File: src/design/fpa_pkg.sv
`timescale 1ns / 1ps
package fpa_pkg;

    localparam int DW        = 32;
    localparam int FRAC_BITS = 8;
    // numerator 2*(|a| << F) + |b| fits in NW bits
    localparam int NW        = DW + FRAC_BITS + 2;
    localparam int RW        = DW + 1;
    localparam int QDEPTH    = 2;

    typedef enum logic [3:0] {
        K_ADD = 4'd0, K_SUB = 4'd1, K_MUL = 4'd2, K_DIV = 4'd3,
        K_GT  = 4'd4, K_LT  = 4'd5, K_GE  = 4'd6, K_LE  = 4'd7,
        K_EQ  = 4'd8, K_NE  = 4'd9, K_MIN = 4'd10, K_MAX = 4'd11,
        K_INC = 4'd12, K_DEC = 4'd13, K_TOI = 4'd14, K_NOP = 4'd15
    } kind_t;

    typedef struct packed {
        kind_t           kind;
        logic [DW-1:0]   a;
        logic [DW-1:0]   b;
        logic [DW-1:0]   mag_a;
        logic [DW-1:0]   mag_b;
        logic            neg;
        logic            dz;
    } item_t;

    typedef struct packed {
        kind_t           kind;
        logic            neg;
        logic            dz;
        logic            flag;
        logic [DW-1:0]   res;
    } ctl_t;

    typedef struct packed {
        logic [RW-1:0]   r;
        logic [NW-1:0]   n;
        logic [DW-1:0]   q;
    } div_t;

endpackage

File: src/design/fpa_queue.sv
`timescale 1ns / 1ps
module fpa_queue import fpa_pkg::*; (
    input  logic  clk,
    input  logic  rst_n,
    input  logic  push,
    input  item_t wdata,
    output logic  full,
    input  logic  pop,
    output logic  empty,
    output item_t rdata
);

    localparam int AW = (QDEPTH > 1) ? $clog2(QDEPTH) : 1;

    item_t          mem_reg [QDEPTH];
    logic [AW-1:0]  wp_reg, wp_next, rp_reg, rp_next;
    logic [AW:0]    cnt_reg, cnt_next;
    logic           do_push, do_pop;

    assign full    = (cnt_reg == (AW+1)'(QDEPTH));
    assign empty   = (cnt_reg == '0);
    assign do_push = push && !full;
    assign do_pop  = pop && !empty;
    assign rdata   = mem_reg[rp_reg];

    always_comb
    begin
        wp_next  = wp_reg;
        rp_next  = rp_reg;
        cnt_next = cnt_reg;
        if (do_push)
        begin
            wp_next = (wp_reg == AW'(QDEPTH-1)) ? '0 : wp_reg + 1'b1;
        end
        if (do_pop)
        begin
            rp_next = (rp_reg == AW'(QDEPTH-1)) ? '0 : rp_reg + 1'b1;
        end
        if (do_push && !do_pop)
        begin
            cnt_next = cnt_reg + 1'b1;
        end
        else if (do_pop && !do_push)
        begin
            cnt_next = cnt_reg - 1'b1;
        end
    end

    always_ff @(posedge clk or negedge rst_n)
    begin
        if (!rst_n)
        begin
            wp_reg  <= '0;
            rp_reg  <= '0;
            cnt_reg <= '0;
        end
        else
        begin
            wp_reg  <= wp_next;
            rp_reg  <= rp_next;
            cnt_reg <= cnt_next;
        end
    end

    always_ff @(posedge clk)
    begin
        if (do_push)
        begin
            mem_reg[wp_reg] <= wdata;
        end
    end

endmodule

File: config.mk
export PLATFORM = sky130hd
export DESIGN_NAME = fpa_queue
export DESIGN_NICKNAME = d
export VERILOG_FILES = /design/src/design/fpa_pkg.sv /design/src/design/fpa_queue.sv
export SDC_FILE = /design/constraint.sdc
export NUM_CORES = 1
export LEC_CHECK = 0
export BUFFER_PORTS_ARGS = -buffer_cell sky130_fd_sc_hd__buf_2
export CELL_PAD_IN_SITES_DETAIL_PLACEMENT = 1
export CELL_PAD_IN_SITES_GLOBAL_PLACEMENT = 2
export CORE_MARGIN = 2
export CORE_UTILIZATION = 38
export DETAILED_ROUTE_END_ITERATION = 10
export GPL_TIMING_DRIVEN = 0
export PLACE_DENSITY = 0.86
export SKIP_CTS_REPAIR_TIMING = 1
export SLEW_MARGIN = 20
export SYNTH_ARGS = -nofsm -noshare
export SYNTH_HDL_FRONTEND = slang
export SYNTH_SLANG_ARGS = --single-unit
File: constraint.sdc
create_clock -name clk -period 8.1 [get_ports clk]
set_input_delay 1.62 -clock clk [delete_from_list [all_inputs] [get_ports clk]]
set_output_delay 1.62 -clock clk [all_outputs]
set_load 0.05 [all_outputs]
==> results of run 1 <==
-- metrics by stage --
stage                     area [um2]  TNS (ns)
after global routing           13000         0
after detailed placement       12100         0
after CTS                      13000         0
final                          13000         0
after global placement         11800   -456.70
after floorplan                10100         0
-- cell usage after synthesis --
master    number
ha_1           1
nand2b_1       1
mux2_4        50
dfrtp_1        4
nand2_1        1
edfxtp_1     268
xor2_1         2
nor2_1         3
o21ai_0        1
buf_2          8
mux2_2        84
and3_1         1
xnor2_1        3
inv_1          2
buf_6          7
-- logic make-up after synthesis --
kind of cell               Yosys count
DFF                                272
muxes                              134
buffers and inverters               17
and+or+nand+nor                      6
xor gates and xnor gates             5
AOI/OAI and AO/OA                    1
adders and majority gates            1
-- layer usage --
metal	wire, um	share of wire, %	GRT usage (%)
met5	83	0.39	0
met2	11100	52	27.9
met1	7980	37	17.0
met3	1830	8.5	5.63
met4	546	2.5	4.09
-- final timing paths --
| path | start | endpoint | depth (start not counted) |
|---|---|---|---|
| worst max-delay path | rp_reg | rdata[88] | 5 |
| max in group asynchronous | rst_n | cnt_reg[0] | 1 |
| worst max register to register | cnt_reg[0] | mem_reg[0][79] | 6 |
| worst min register to register | cnt_reg[1] | cnt_reg[1] | 1 |
| worst min-delay path | cnt_reg[1] | cnt_reg[1] | 1 |
| min in group asynchronous | rst_n | wp_reg | 1 |
-- area by class of cell --
class,count,area [um2]
Fill cell,2470,13000
Buffer,15,119
Antenna cell,2,5.00
Inverter,2,7.51
Clock inverter,22,224
Tap cell,335,419
Sequential cell,272,8150
Multi-Input combinational cell,147,1800
Clock buffer,32,737
Timing Repair Buffer,282,1580
-- layout by cell type, fill, tap and decap left out, drive strengths merged --
master	instances
and3	1
buf	297
bufinv	4
clkbuf	32
clkinv	14
clkinvlp	2
dfrtp	4
diode	2
edfxtp	268
ha	1
inv	4
mux2	134
nand2	1
nand2b	1
nor2	3
o21ai	1
xnor2	3
xor2	2
-- power by group --
group | internal, mW | leakage (nW) | switching [mW]
Clock | 0.785 | 0.470 | 0.529
Sequential | 1.92 | 2.54 | 0.0756
Combinational | 0.740 | 2.04 | 1.73
Total | 3.45 | 5.04 | 2.33
-- worst register-to-register path, cell delays in order, from the launching register on --
cell	delay (ns)
dfrtp_1	0.45
nand2b_1	0.18
nand2_1	0.14
nor2_4	0.60
buf_16	0.24
buf_12	0.19
buf_16	0.19
==> metrics.md, run 1 <==
| Metric | Value |
|---|---|
| Fmax | `~0.28 GHz` |
| Pre-antenna DRT Iters | `6` |
| Final hold slack | `0.542 ns` |
| Synth Cell Area | `just over 10000 um2` |
| Via count | `5210` |
| CP dominant cell by count | `buf_6` |
| Cell taking the most area after synthesis | `edfxtp_1` |
| Vias/cell | `approximately 4.7` |
| # IOs | `approximately 270` |
| H-tree depth | `1` |
| CP max stage delay | `approximately 0.34 ns` |
| CP Cell Sequence | `buf_6, buf_6, buf_6, mux2_4, buf_2` |
| Seq/Total Area, Yosys | `about four fifths` |
| Fin. Hold Viols | `0` |
| Mux cell area share after synthesis | `around 17%` |
| Adder-cell share of the synthesized area | `less than 1%` |
| Fin crit period | `3.58 ns` |
| Setup crit start kind | `register` |
| Leakage | `~5.0 nW` |
| Synth Area in Compound Gates | `less than 1%` |
| Top cells by area, synth | `edfxtp_1 (80%), mux2_2 (9.4%), mux2_4 (7.5%), dfrtp_1 (1.0%), buf_6 (0.78%)` |
| Die height | `167 um` |
| Critical Path End Type | `output pin` |
| RD Place Congestion | `slightly above 0.7` |
| Max-cap viol count | `0` |
| CTS tree | `yes` |
| CTS Buf Count | `29` |
| Total Routing Usage GR | `between 10% and 20%` |
| Fin crit share | `around 44%` |
| Die X | `167 um` |
| Clock Skews | `0.0169 ns` |
| Core area | `about 26000 um2` |
| Number of flip-flops under the largest register name | `roughly 270` |
| Initial Utilization | `between 30% and 40%` |
| Ys Warns | `0` |
| Site Rows | `59` |
| Slowest stage cell, crit path | `dfrtp_1` |
| Per-cell routed wire length | `approximately 19 um` |
| Fin worst setup slack | `between 4 and 5 ns` |
| Simple-gate share of the synthesized area | `less than 1%` |
| Bufs and invs on worst path | `4` |
| Clock buffer depth | `3` |
| # setup viols final | `0` |
| Largest net degree at the start of global routing | `44` |
| Placed insts | `~1100` |
| Clk Latency, worst-skew pair | `approximately 0.54 ns` |
| Die footprint | `approximately 28000 um2` |
| Area Overhead vs Synth | `29.6%` |
| Worst setup path category | `reg -> out` |
| Post-route ant nets | `0` |
| Worst vdd ir | `~340 uV` |
| Final core occ | `around half` |
| Initial antenna violation count | `8` |
| Top cell type's share of synthesized area | `80.0%` |
| Cells after Synth | `around 440` |
| Number of clock sinks | `between 200 and 300` |
| WP data arrival | `1.96 ns` |
| First DRT Iteration DRCs | `210` |
| Total grt overflow | `0` |
| Status | `finished, final reports clean` |
| Power, Total | `5.78 mW` |
| Worst-Margin Slew | `0.736 ns` |
| Worst path top cell family by delay | `buffers and inverters` |
| Layout Cells excl Fill | `approximately 1100` |
| Relative slew slack | `roughly half` |
| Fin nets | `just under 900` |
| Unrepaired setup endpoints after global routing | `false` |
| Clock-pin slew on the worst setup and hold paths | `roughly 0.05 ns` |
| Worst slack at placement | `4.70 ns` |
| Number of synthesized register bits | `roughly 270` |
| Worst Hold Class | `reg -> reg` |
| Syn_area_per_cell | `about 23 um2` |
| PD cells | `between 400 and 500 nW/um2` |
| Largest family of logic cells by synthesized area | `multiplexers` |
| Number of port buffers | `273` |
| Drt drc | `0` |
| Final Max Tran Viols | `0` |
| Unique masters post-synth | `15` |
| Layout cell share with drive strength beyond 1 | `about 62%` |
| Critical Path Fanout Max | `10` |
| Root Driver | `clkbuf_16` |
| Hpwl dp | `around 15000 um` |
| Post-Route WL | `between 20000 and 25000 um` |
| Syn nets | `~580` |
| Post-Synth XOR/XNOR Area | `less than 1%` |
| Vias in the first global route | `around 5800` |
| First-pass GRT wire length | `between 30000 and 40000 um` |
| Required time worst endpoint | `~6.5 ns` |
| FF-to-FF setup slack | `between 5 and 6 ns` |
Power figures use the tool's default switching activity.
==> inputs of run 2 (changes only) <==
==> constraint.sdc (replaced) <==
create_clock -name clk -period 3.7 [get_ports clk]
set_input_delay 0.74 -clock clk [delete_from_list [all_inputs] [get_ports clk]]
set_output_delay 0.74 -clock clk [all_outputs]
set_load 0.05 [all_outputs]
==> run 2 against run 1 <==
  * Via count decreased by 0.42%
  * Sequential power increased by 120%
  * Worst hold slack got worse by 0.15 ns
  * Final area decreased by 0.52%
  * Non-clock buffer count unchanged
  * Final cell count about the same
  * Wire length decreased by 0.80%
  * Setup slack got worse by 3.5 ns
  * Sequential cell count unchanged
  * Critical path type unchanged
  * Largest cell class unchanged
==> metrics.md, run 2 (same netlist as run 1, synthesis figures left out) <==
| Metric | Value |
|---|---|
| Worst-Margin Slew | `0.713 ns (-0.0231 ns)` |
| Number of flip-flops under the largest register name | `268 (unchanged)` |
| Unrepaired setup endpoints after global routing | `false` |
| Die height | `167 um (unchanged)` |
| Critical Path End Type | `output pin` |
| CP Cell Sequence | `buf_6, buf_6, buf_6, mux2_4, buf_2` |
| Number of clock sinks | `272 (unchanged)` |
| Status | `finished, final reports clean` |
| Pre-antenna DRT Iters | `4 (-2)` |
| Clk Latency, worst-skew pair | `0.53 ns (about the same)` |
| Hpwl dp | `15200 um (+0.21%)` |
| Relative slew slack | `52.3% (+1.5 points)` |
| Clock buffer depth | `3 (unchanged)` |
| Total grt overflow | `0 (unchanged)` |
| CP max stage delay | `0.34 ns (about the same)` |
| Required time worst endpoint | `2.96 ns (-3.52 ns)` |
| Fin nets | `888 (unchanged)` |
| Bufs and invs on worst path | `4 (unchanged)` |
| Worst path top cell family by delay | `buffers and inverters` |
| Per-cell routed wire length | `19.3 um (-0.71%)` |
| Drt drc | `0 (unchanged)` |
| Slowest stage cell, crit path | `dfrtp_1` |
| Fin worst setup slack | `1.02 ns (-3.50 ns)` |
| Die footprint | `27800 um2 (unchanged)` |
| Area Overhead vs Synth | `28.9%` |
| Sequential share of power | `35.2% (+0.7 points)` |
| Clock-pin slew on the worst setup and hold paths | `0.06 ns (about the same)` |
| Fillers | `2477 (+0.28%)` |
| Min-delay src | `wdata[69]` |
| Fmax | `0.373 GHz` |
| Sequential Area | `8150 um2 (unchanged)` |
| Initial Utilization | `38.6% (unchanged)` |
| Max-cap viol count | `0 (unchanged)` |
| Power, Total | `12.4 mW (+110%)` |
| Largest net degree at the start of global routing | `52 (+18%)` |
| Multi-input gate area | `1800 um2 (unchanged)` |
| Core area | `26100 um2 (unchanged)` |
| First DRT Iteration DRCs | `264 (+26%)` |
| Leakage | `5.00 nW (-0.77%)` |
| Post-route ant nets | `0 (unchanged)` |
| Sw frac | `40.4% (+0.054 points)` |
| Initial antenna violation count | `6 (-2)` |
| CTS tree | `yes` |
| Fin crit period | `between 2 and 3 ns` |
| Setup crit start kind | `register` |
| Site Rows | `59 (unchanged)` |
| Vias/cell | `4.68 (-0.33%)` |
| Clock Skews | `0.00909 ns (-0.00781 ns)` |
| Fin. Hold Viols | `0 (unchanged)` |
| Final Max Tran Viols | `0 (unchanged)` |
| # setup viols final | `0 (unchanged)` |
| First-pass GRT wire length | `32600 um (-1.3%)` |
| Clock share of power | `21.5% (-1.2 points)` |
| WP data arrival | `1.94 ns (-0.02 ns)` |
| # IOs | `274 (unchanged)` |
| Worst r2r src | `cnt_reg[0]` |
| RD Place Congestion | `0.721 (about the same)` |
| Die X | `167 um (unchanged)` |
| Critical Path Fanout Max | `10 (unchanged)` |
| Number of port buffers | `273 (unchanged)` |
| CP dominant cell by count | `buf_6` |
| Commonest cells after routing, fill and taps aside | `buf_2 (281), edfxtp_1 (268), mux2_2 (84)` |
| Commonest non-fill, non-tap cell in the layout | `buf_2` |
| Worst Hold Class | `in -> reg` |
| Pint | `7.40 mW (+110%)` |
| PD cells | `958 nW/um2 (+120%)` |
| Vias in the first global route | `5770 (-0.55%)` |
| Worst slack at placement | `1.33 ns (-3.37 ns)` |
| Switching pwr | `5.02 mW (+120%)` |
| Gate power share | `43.3% (+0.6 points)` |
| CTS Buf Count | `29 (unchanged)` |
| Fin crit share | `between 70 and 80%` |
| Total Routing Usage GR | `15.1% (-0.26 points)` |
| Via count | `5188 (-0.42%)` |
| Worst vdd ir | `642 uV (+87%)` |
| Post-Route WL | `21400 um (-0.80%)` |
| H-tree depth | `1 (unchanged)` |
| Worst setup path category | `reg -> out` |
| Layout cell share with drive strength beyond 1 | `60.9% (-1.1 points)` |
| Crit path from | `rp_reg` |
| Root Driver | `clkbuf_16` |
==> run 2: changes by cell type in the layout (fill, tap and decap cells not counted), sizes merged <==
cell         delta
clkinvlp        -1
buf             -1
clkbuf          +5
dlygate4sd3     +1
diode           +1
clkinv          -2
inv             -2
bufinv          -2
==> run 2: worst paths after layout <==
path | slack, ns | cells past startpoint | endpoint
setup / recovery | 1.02 | 5 | rdata[58]
hold / removal | 0.40 | 1 | mem_reg[0][69]
setup reg to reg | 1.60 | 5 | mem_reg[0][91]
hold reg to reg | 0.53 | 1 | cnt_reg[1]
max in group asynchronous | 2.99 | 2 | cnt_reg[1]
min in group asynchronous | 0.58 | 2 | cnt_reg[0]
==> run 2: through the flow <==
stage / setup TNS (ns) / cells / utilization [%] / hold WS (ns) / instance area (um2)
6_report: 0 / 1108 / 49.8 / 0.397 / 13000
3_5_place_dp: 0 / 1052 / 46.3 / 0.520 / 12100
5_1_grt: 0 / 1106 / 49.7 / 0.372 / 13000
3_3_place_gp: -141.40 / 1044 / 45.5 / 0.514 / 11900
2_1_floorplan: 0 / 436 / - / 0.444 / 10100
4_1_cts: 0 / 1104 / 49.7 / -0.0120 / 12900
==> run 2: metal layers <==
layer | up-vias | GRT usage [%] | routed length [um]
li1 | 2369 | - | -
met5 | - | 0 | 39
met3 | 47 | 4.75 | 1600
met1 | 2559 | 17.0 | 7920
met4 | 6 | 4.61 | 554
met2 | 207 | 27.4 | 11300
==> run 2: area by class of cell <==
cell class / instances / share of cell area, %
well taps: 335 / 3.23
plain buffers: 15 / 0.917
inverters: 2 / 0.0579
multi-input cells: 147 / 13.9
flip-flops and latches: 272 / 62.8
clock inverters: 15 / 0.946
repair buffers: 282 / 12.3
diodes: 3 / 0.0579
clock buffers: 37 / 5.83
==> run 2: power groups by stage <==
| stage | clock [mW] | sequential (mW) | combinational [mW] |
|---|---|---|---|
| after floorplan | 0 | 4.42 | 4.15 |
| after global placement | 0 | 4.48 | 5.22 |
| after detailed placement | 0 | 4.45 | 5.46 |
| after CTS | 2.76 | 4.39 | 5.48 |
| after global routing | 2.85 | 4.44 | 5.64 |
| final | 2.66 | 4.37 | 5.38 |
