$ cat config.mk
export PLATFORM = sky130hd
export DESIGN_NAME = fpa_front
export DESIGN_NICKNAME = d
export VERILOG_FILES = /design/src/design/fpa_pkg.sv /design/src/design/fpa_front.sv
export SDC_FILE = /design/constraint.sdc
export NUM_CORES = 1
export LEC_CHECK = 0
export BUFFER_PORTS_ARGS = -buffer_cell sky130_fd_sc_hd__buf_4
export CORE_MARGIN = 2
export CORE_UTILIZATION = 36
export DETAILED_ROUTE_END_ITERATION = 12
export PLACE_DENSITY = 0.82
export SYNTH_ARGS = -nofsm -noshare
export SYNTH_HDL_FRONTEND = slang
export SYNTH_SLANG_ARGS = --single-unit
$ cat constraint.sdc
create_clock -name vclk -period 2.2
set_input_delay 0.22 -clock vclk [all_inputs]
set_output_delay 0.22 -clock vclk [all_outputs]
set_load 0.1 [all_outputs]
$ cat src/design/fpa_pkg.sv
`timescale 1ns / 1ps
package fpa_pkg;

    localparam int DW        = 32;
    localparam int FRAC_BITS = 8;
    // numerator 2*(|a| << F) + |b| fits in NW bits
    localparam int NW        = DW + FRAC_BITS + 2;
    localparam int RW        = DW + 1;
    localparam int QDEPTH    = 2;

    typedef enum logic [3:0] {
        K_ADD = 4'd0, K_SUB = 4'd1, K_MUL = 4'd2, K_DIV = 4'd3,
        K_GT  = 4'd4, K_LT  = 4'd5, K_GE  = 4'd6, K_LE  = 4'd7,
        K_EQ  = 4'd8, K_NE  = 4'd9, K_MIN = 4'd10, K_MAX = 4'd11,
        K_INC = 4'd12, K_DEC = 4'd13, K_TOI = 4'd14, K_NOP = 4'd15
    } kind_t;

    typedef struct packed {
        kind_t           kind;
        logic [DW-1:0]   a;
        logic [DW-1:0]   b;
        logic [DW-1:0]   mag_a;
        logic [DW-1:0]   mag_b;
        logic            neg;
        logic            dz;
    } item_t;

    typedef struct packed {
        kind_t           kind;
        logic            neg;
        logic            dz;
        logic            flag;
        logic [DW-1:0]   res;
    } ctl_t;

    typedef struct packed {
        logic [RW-1:0]   r;
        logic [NW-1:0]   n;
        logic [DW-1:0]   q;
    } div_t;

endpackage

$ cat src/design/fpa_front.sv
`timescale 1ns / 1ps
module fpa_front import fpa_pkg::*; (
    input  logic [3:0]    kind,
    input  logic [DW-1:0] operand_a,
    input  logic [DW-1:0] operand_b,
    output item_t         item
);

    always_comb
    begin
        item.kind  = kind_t'(kind);
        item.a     = operand_a;
        item.b     = operand_b;
        item.mag_a = operand_a[DW-1] ? (~operand_a + 1'b1) : operand_a;
        item.mag_b = operand_b[DW-1] ? (~operand_b + 1'b1) : operand_b;
        item.neg   = operand_a[DW-1] ^ operand_b[DW-1];
        item.dz    = (kind_t'(kind) == K_DIV) && (operand_b == '0);
    end

endmodule

==> results of run 1 <==
==> layout by cell type (no fill, tap or decap), types with 2 or more instances in the layout <==
cell,Yosys,routed
or3_4,1,2
nor4_1,6,5
o41ai_1,15,2
o21ai_1,0,2
inv_1,4,2
o31ai_1,18,11
nor4_4,0,3
or3_1,6,5
nor3_2,0,2
inv_2,0,2
buf_6,0,13
nand3_1,3,3
and3_2,0,2
buf_4,70,236
or4_1,2,2
nand2b_1,6,5
o41ai_2,1,11
xnor2_2,0,58
nor3_1,5,3
buf_8,0,13
nand2_1,18,18
o21ai_0,15,13
buf_12,0,2
nor2_1,9,9
nand4_1,3,3
o41ai_4,1,4
o31ai_2,0,6
==> logic make-up (layout without fill, tap and decap cells) <==
logic type / Yosys count / after routing / synth area share
buf+inv: 83 / 269 / 0.295
simple gates: 74 / 74 / 0.230
fa+ha+maj: 2 / 2 / 0.0128
compound gates: 50 / 50 / 0.198
xor+xnor: 59 / 59 / 0.265
==> power by group <==
| group | switching [W] | internal [W] |
|---|---|---|
| clock network | 0 | 0 |
| logic | 0.00174 | 0.000597 |
| registers | 0 | 0 |
| total | 0.00174 | 0.000597 |
==> per-layer routing <==
| layer | global-route usage | routed length, um | vias to the layer above |
|---|---|---|---|
| met5 | 0 | 0 | - |
| met1 | 0.272 | 3180 | 1332 |
| li1 | - | - | 1269 |
| met2 | 0.481 | 5280 | 134 |
| met3 | 0.0291 | 531 | 16 |
| met4 | 0.0482 | 208 | 0 |
==> layout make-up <==
type	instances	area share
Timing Repair Buffer	265	0.499
Tap cell	70	0.0201
Inverter	4	0.00344
Multi-Input combinational cell	185	0.477
==> worst min path at each step <==
stage / startpoint / to / slack, ns
6_report: kind[0] / item[130] / 0.78
5_1_grt: kind[2] / item[132] / 0.78
4_1_cts: kind[0] / item[130] / 0.78
3_5_place_dp: kind[0] / item[130] / 0.78
3_3_place_gp: kind[0] / item[130] / 0.77
2_1_floorplan: operand_a[2] / item[100] / 0.65
==> through the flow <==
step / instances / TNS (ns)
finish: 524 / -0.0562
global route: 524 / -0.634
CTS: 523 / -0.0220
detailed placement: 522 / -2.74
global placement: 522 / -1.71
floorplan: 268 / -0.492
==> what timing repair did <==
item                                    4_1_cts  5_1_grt
hold buffers                                  0        0
pin swaps                                     2        6
cloned                                        0        1
buffers inserted                              1        0
endpoints found under the setup margin       29       28
resized for setup                            45       36
==> run summary, run 1 <==
Die area -> 6020 um2
Final instance area -> 4360 um2
Min Clock Period, post-route -> 2.23 ns
HPWL after DPL -> 6590 um
Instance area at placement -> 3910 um2
Failing checks -> negative setup slack
Period utilization -> 1.01
Slew margin rel. -> 0.632
CP Cell Sequence -> buf_4, nor4_4, buf_4, nand4_2, buf_8, o41ai_2, buf_4, xnor2_2, buf_6
Synth top cells by count -> buf_4, xnor2_1, nand2_1, o31ai_1
Most frequent CP cell -> buf_4
Drc violations -> 0
Initial antenna violation count -> 0
Diode count -> 0
Pwr per Cell Area -> 535 nW/um2
Critical path peak fanout -> 8
Fill cell count -> 291
First-pass GRT wire length -> 12,300 um
CP Buf/Inv Count -> 5
Post-layout util -> 0.843
Routed len/inst -> 17.5 um
Top cell family by delay on the critical path -> buffers and inverters
Worst setup path startpoint -> operand_a[10]
Synth area leader -> buf_4
Setup slack after layout -> -0.0285 ns
Row Count -> 26
Cell count along the critical path -> 9
Crit Path Class -> in2out
Total power -> 0.00234 W
Mapped Cells -> 268
Worst hold path class -> in2out
Layout cell share with drive strength beyond 1 -> 0.806
Worst hold slack -> 0.776 ns
Status -> finished, violations left
Total of warnings raised by yosys -> 0
Worst slack, placed -> -0.269 ns
Syn Std Cell Area -> 1950 um2
Pleak -> 2.20 nW
Final hold vios -> 0
Largest net degree at the start of global routing -> 36
Setup violators final -> 3
Worst hold stages -> 2
RSZ-0062 raised after global routing -> yes
Fmax achieved -> 449 MHz
Die Height -> 77.6 um
DR pass1 iterations -> 4
CP required -> 1.98 ns
Grt ovf -> 0
Fin nets -> 526
GR Util All Layers -> 0.242
Maxcap violations -> 0
Die X -> 77.6 um
Slew @ Worst Pin -> 0.547 ns
Multi-input gate area -> 2080 um2
Slew Viols, Final -> 0
Routability cong. -> 0.800
Crit. End Element -> output port
Slowest-stage cell, CP -> o41ai_2
CORE AREA -> 5170 um2
Syn avg cell area -> 7.28 um2
VDD IR-drop max -> 0.401 mV
Yosys cell types -> 35
Top cell type's share of synthesized area -> 0.269
Largest cells by area after synthesis -> buf_4, xnor2_1, o31ai_1
Critical Path End -> item[58]
Final wirelength -> 9200 um
Final sequential cell count -> 0
Syn Nets -> 338
Area delta synth->final -> 124%
Post-synthesis sequential area ratio -> 0
DR vias -> 2,751
Post-DRT Antenna Nets -> 0
DR vias/cell -> 5.25
Critical path arrival -> 2.01 ns
CP Launch Type -> input port
Drt first-iter violations -> 71
Port Buf Inserts -> 202
Count leader, synth -> buf_4
IO Count -> 202
Vias in the first global route -> 2,559
CLK BUF -> 0
Sequential Area -> 0 um2
Initial Utilization -> 0.377
Slowest cell delay on critical path -> 0.39 ns
(Power assumes the default switching activity.)
==> run 2, diff against run 1 <==
GPL_TIMING_DRIVEN = 0   (was not set)
SKIP_LAST_GASP = 1   (was not set)
==> run 2 against run 1 <==
  * The flow still finishes with violations (negative setup slack)
  * Sequential share of layout area is the same
  * First-iteration DRC count rose by 130%
  * Core utilization grew 8.2 points
  * Combinational power increased by 5%
  * Worst setup slack worse by 0.10 ns
  * Critical path type unchanged
  * Cell area up 9.8%
  * Critical path depth stayed put
==> run summary, run 2 (synthesis results as in run 1) <==
Die Height -> 77.6 um (unchanged)
Sw Share -> 0.739 (-0.00566)
# placed instances -> 540 (+3.4%)
Die area -> 6020 um2 (unchanged)
CLK BUF -> 0 (unchanged)
Hold-fix buffers at CTS -> 0 (unchanged)
CP required -> 1.98 ns (about the same)
Hold Path End -> item[56]
Vias in the first global route -> 2,838 (+11%)
Crit. End Element -> output port
RSZ-0062 raised after global routing -> yes
CP Launch Type -> input port
Share of power burned in the clock network -> 0 (unchanged)
Critical path peak fanout -> 5 (-3)
Port Buf Inserts -> 202 (unchanged)
DR pass1 iterations -> 4 (unchanged)
Most frequent CP cell -> buf_4
Slowest cell delay on critical path -> 0.33 ns (-0.06 ns)
Maxcap violations -> 0 (unchanged)
Worst hold slack -> 0.803 ns (+0.0270 ns)
HPWL after DPL -> 6920 um (+5.0%)
Setup slack after layout -> -0.132 ns (-0.103 ns)
IO Count -> 202 (unchanged)
First-pass GRT wire length -> 14,300 um (+16%)
Slew margin rel. -> 0.308 (-0.324)
Fin nets -> 556 (+5.7%)
Fmax achieved -> 429 MHz (-4.4%)
Final wirelength -> 12,900 um (+40%)
Routed len/inst -> 23.3 um (+33%)
Post-layout util -> 0.926 (+0.0822)
Seq pwr share -> 0 (unchanged)
Drc violations -> 0 (unchanged)
Routability cong. -> 0.799 (about the same)
Slowest-stage cell, CP -> buf_4
Worst hold stages -> 3 (+1)
Setup Total Neg Slack -> -0.661 ns (-0.605 ns)
Slew Viols, Final -> 0 (unchanged)
Worst hold path class -> in2out
Slew @ Worst Pin -> 1.04 ns (+0.490 ns)
Final sequential cell count -> 0 (unchanged)
Area delta synth->final -> 145%
Drt first-iter violations -> 160 (+130%)
Combinational share of power -> 1.000 (about the same)
Crit Path Class -> in2out
Commonest cells after routing, fill and taps aside -> buf_4, xnor2_2, nand2_1
P_sw -> 0.00181 W (+4.3%)
Layout cell share with drive strength beyond 1 -> 0.822 (+0.0161)
Min Clock Period, post-route -> 2.33 ns (+0.103 ns)
Row Count -> 26 (unchanged)
DR vias/cell -> 5.86 (+12%)
Diode count -> 0 (unchanged)
Pleak -> 2.44 nW (+11%)
Largest net degree at the start of global routing -> 11 (-69%)
Pwr per Cell Area -> 513 nW/um2 (-4.2%)
Hold Crit Start -> operand_a[22]
Failing checks -> negative setup slack
Critical path arrival -> 2.11 ns (+0.10 ns)
Status -> finished, violations left
Post-DRT Antenna Nets -> 0 (unchanged)
CORE AREA -> 5170 um2 (unchanged)
Setup violators final -> 17 (+14)
Int Pwr -> 0.000642 W (+7.5%)
Fill cell count -> 173 (-41%)
Non-filler cells, final -> 554 (+5.7%)
Grt ovf -> 0 (unchanged)
Die X -> 77.6 um (unchanged)
Sequential Area -> 0 um2 (unchanged)
Most common cell after layout, fill and taps aside -> buf_4
DR vias -> 3,248 (+18%)
CP Cell Sequence -> buf_4, inv_1, ha_1, nor2b_1, nand4_1, buf_4, o41ai_4, xnor2_2, buf_4
Initial antenna violation count -> 0 (unchanged)
Period utilization -> 1.06 (+0.0470)
VDD IR-drop max -> 0.412 mV (+2.8%)
GR Util All Layers -> 0.286 (+0.0434)
Initial Utilization -> 0.377 (unchanged)
Total power -> 0.00246 W (+5.1%)
Final hold vios -> 0 (unchanged)
==> run 2: changes by cell type in the layout (fill, tap and decap cells not counted), sizes merged <==
cell / before / now
buf: 264 / 290
clkbuf: 1 / 5
==> run 2: area by class of cell <==
class | instances | area (um2) | share of cell area
multi-input cells | 185 | 2270 | 0.473
repair buffers | 216 | 1840 | 0.384
plain buffers | 79 | 581 | 0.121
well taps | 70 | 87.6 | 0.0183
inverters | 4 | 15.0 | 0.00314
==> run 2: repair_timing <==
| item | CTS | global route |
|---|---|---|
| buffers inserted | 6 | 7 |
| gates resized for setup | 65 | 60 |
| setup endpoints to repair | 37 | 40 |
| pin swaps | 5 | 14 |
| gates cloned | 0 | 1 |
==> run 2: worst max path at each step <==
stage	start	to	slack (ns)	cells after the start
after global placement	operand_a[6]	item[59]	-0.34	7
after global routing	operand_b[1]	item[28]	-0.14	9
after detailed placement	operand_a[6]	item[51]	-0.34	7
after floorplan	operand_a[24]	item[65]	-0.49	4
after CTS	operand_a[21]	item[65]	-0.04	6
final	operand_b[1]	item[28]	-0.13	9
==> run 2: worst max-delay path, delay by kind of cell <==
kind,cells,cell delay [ns]
adders and majority gates,1,0.28
buffers and inverters,4,0.79
AOI/OAI and AO/OA,1,0.27
xor gates and xnor gates,1,0.17
and+or+nand+nor,2,0.36
==> run 2: power by group through the flow <==
stage,clock network [W],logic (W),registers [W]
2_1_floorplan,0,0.00175,0
3_3_place_gp,0,0.00225,0
3_5_place_dp,0,0.00226,0
4_1_cts,0,0.00233,0
5_1_grt,0,0.00249,0
6_report,0,0.00246,0
==> run 2: routing by layer <==
layer | vias up | routed length, um | global-route usage
li1 | 1328 | - | -
met4 | 0 | 933 | 0.0875
met3 | 83 | 1130 | 0.0558
met1 | 1536 | 4240 | 0.306
met5 | - | 0 | 0
met2 | 301 | 6600 | 0.554
==> run 2: through the flow <==
stage	cell area (um2)	setup WS [ns]
floorplan	2400	-0.492
global placement	4000	-0.341
detailed placement	4000	-0.342
CTS	4370	-0.0392
global route	4790	-0.140
finish	4790	-0.132
==> run 3, diff against run 2 <==
GPL_TIMING_DRIVEN = not set   (was 0)
==> run 3 against run 2 <==
  * The flow still finishes with violations (negative setup slack)
  * Global-route usage down 4.4 points
  * Routed wire length fell by 32%
  * Worst setup slack gained 0.096 ns
  * Count of clock-buffer cells in the layout did not move
  * Sequential share of layout area unchanged
  * Critical path type unchanged
  * Largest cell class unchanged
  * Largest power group unchanged
==> run summary, run 3 (synthesis results as in run 1) <==
Status -> finished, violations left
VDD IR-drop max -> 0.429 mV (+4.0%)
Combinational share of power -> 1.000 (about the same)
HPWL after DPL -> 6590 um (-4.8%)
CP Launch Type -> input port
Largest net degree at the start of global routing -> 36 (+25)
CLK BUF -> 0 (unchanged)
Setup slack after layout -> -0.0358 ns (+0.0961 ns)
Port Buf Inserts -> 202 (unchanged)
Slew @ Worst Pin -> 0.558 ns (-0.479 ns)
Diode count -> 0 (unchanged)
Setup violators final -> 2 (-15)
IO Count -> 202 (unchanged)
Fmax achieved -> 447 MHz (+4.3%)
Pleak -> 2.20 nW (-9.8%)
Failing checks -> negative setup slack
Seq pwr share -> 0 (unchanged)
CP required -> 1.98 ns (about the same)
DR pass1 iterations -> 5 (+1)
Initial Utilization -> 0.377 (unchanged)
Post-DRT Antenna Nets -> 0 (unchanged)
Fin nets -> 527 (-5.2%)
Crit. End Element -> output port
Routability cong. -> 0.800 (about the same)
DR vias -> 2,725 (-16%)
Drt first-iter violations -> 75 (-53%)
Int Pwr -> 0.000600 W (-6.5%)
Final wirelength -> 8820 um (-32%)
Worst hold stages -> 2 (-1)
Worst slack, placed -> -0.269 ns (+0.0726 ns)
Crit Path Class -> in2out
Die Height -> 77.6 um (unchanged)
Vias in the first global route -> 2,528 (-11%)
Setup Total Neg Slack -> -0.0508 ns (+0.610 ns)
Instance area at placement -> 3910 um2 (-2.3%)
Die X -> 77.6 um (unchanged)
Maxcap violations -> 0 (unchanged)
Grt ovf -> 0 (unchanged)
Sw Share -> 0.743 (+0.00432)
Worst hold path class -> in2out
Slew Viols, Final -> 0 (unchanged)
CORE AREA -> 5170 um2 (unchanged)
DR vias/cell -> 5.19 (-11%)
Share of power burned in the clock network -> 0 (unchanged)
Final sequential cell count -> 0 (unchanged)
Period utilization -> 1.02 (-0.0437)
Fill cell count -> 286 (+65%)
Area delta synth->final -> 124%
Final instance area -> 4370 um2 (-8.7%)
Drc violations -> 0 (unchanged)
P_sw -> 0.00173 W (-4.3%)
CP Cell Sequence -> buf_4, or4_4, nand2b_4, or4b_4, nor4_4, buf_6
Critical path arrival -> 2.02 ns (-0.09 ns)
Commonest cells after routing, fill and taps aside -> buf_4, xnor2_2, nand2_1
Row Count -> 26 (unchanged)
Min Clock Period, post-route -> 2.24 ns (-0.0961 ns)
Slew margin rel. -> 0.624 (+0.316)
RSZ-0062 raised after global routing -> yes
Pwr per Cell Area -> 534 nW/um2 (+4.2%)
Most common cell after layout, fill and taps aside -> buf_4
Post-layout util -> 0.845 (-0.0808)
Routed len/inst -> 16.8 um (-28%)
First-pass GRT wire length -> 12,300 um (-14%)
Initial antenna violation count -> 0 (unchanged)
Worst hold slack -> 0.776 ns (-0.0270 ns)
Slowest-stage cell, CP -> or4_4
Die area -> 6020 um2 (unchanged)
GR Util All Layers -> 0.242 (-0.0436)
Slowest cell delay on critical path -> 0.54 ns (+0.21 ns)
Layout cell share with drive strength beyond 1 -> 0.804 (-0.0179)
Sequential Area -> 0 um2 (unchanged)
Critical path peak fanout -> 3 (-2)
Final hold vios -> 0 (unchanged)
-- run 3: repair_timing --
item / 4_1_cts / 5_1_grt
setup buffers: 1 / 1
endpoints found under the setup margin: 29 / 27
gates resized for setup: 42 / 40
hold buffers: 0 / 0
cloned: 0 / 1
pin swaps: 2 / 9
-- run 3: critical path: cells and delay by family --
kind,cells,cell delay (ns)
simple gates,4,1.42
buf+inv,2,0.38
-- run 3: layout make-up --
class                      instances  area [um2]  share of cell area
multi-input combinational        185        2080               0.475
timing repair buffer             266        2190               0.500
tap                               70        87.6              0.0200
inverter                           4        20.0             0.00458
-- run 3: per-stage QoR --
stage / instances / power [W]
after detailed placement: 522 / 0.00223
final: 525 / 0.00234
after global routing: 525 / 0.00239
after CTS: 523 / 0.00229
after global placement: 522 / 0.00221
after floorplan: 268 / 0.00175
-- run 3: path summary, 6_finish.rpt --
kind	end	start
worst max-delay path	item[65]	operand_a[24]
worst min-delay path	item[130]	kind[0]
-- run 3: layer usage --
metal	global-route usage	vias to the layer above	wire length [um]
li1	-	1265	-
met1	0.271	1312	3150
met2	0.480	132	4970
met3	0.0302	16	499
met4	0.0482	0	200
met5	0	-	0
-- run 3: power groups by stage --
stage,clock network [W],logic [W],registers (W)
floorplan,0,0.00175,0
global placement,0,0.00221,0
detailed placement,0,0.00223,0
CTS,0,0.00229,0
global route,0,0.00239,0
finish,0,0.00234,0
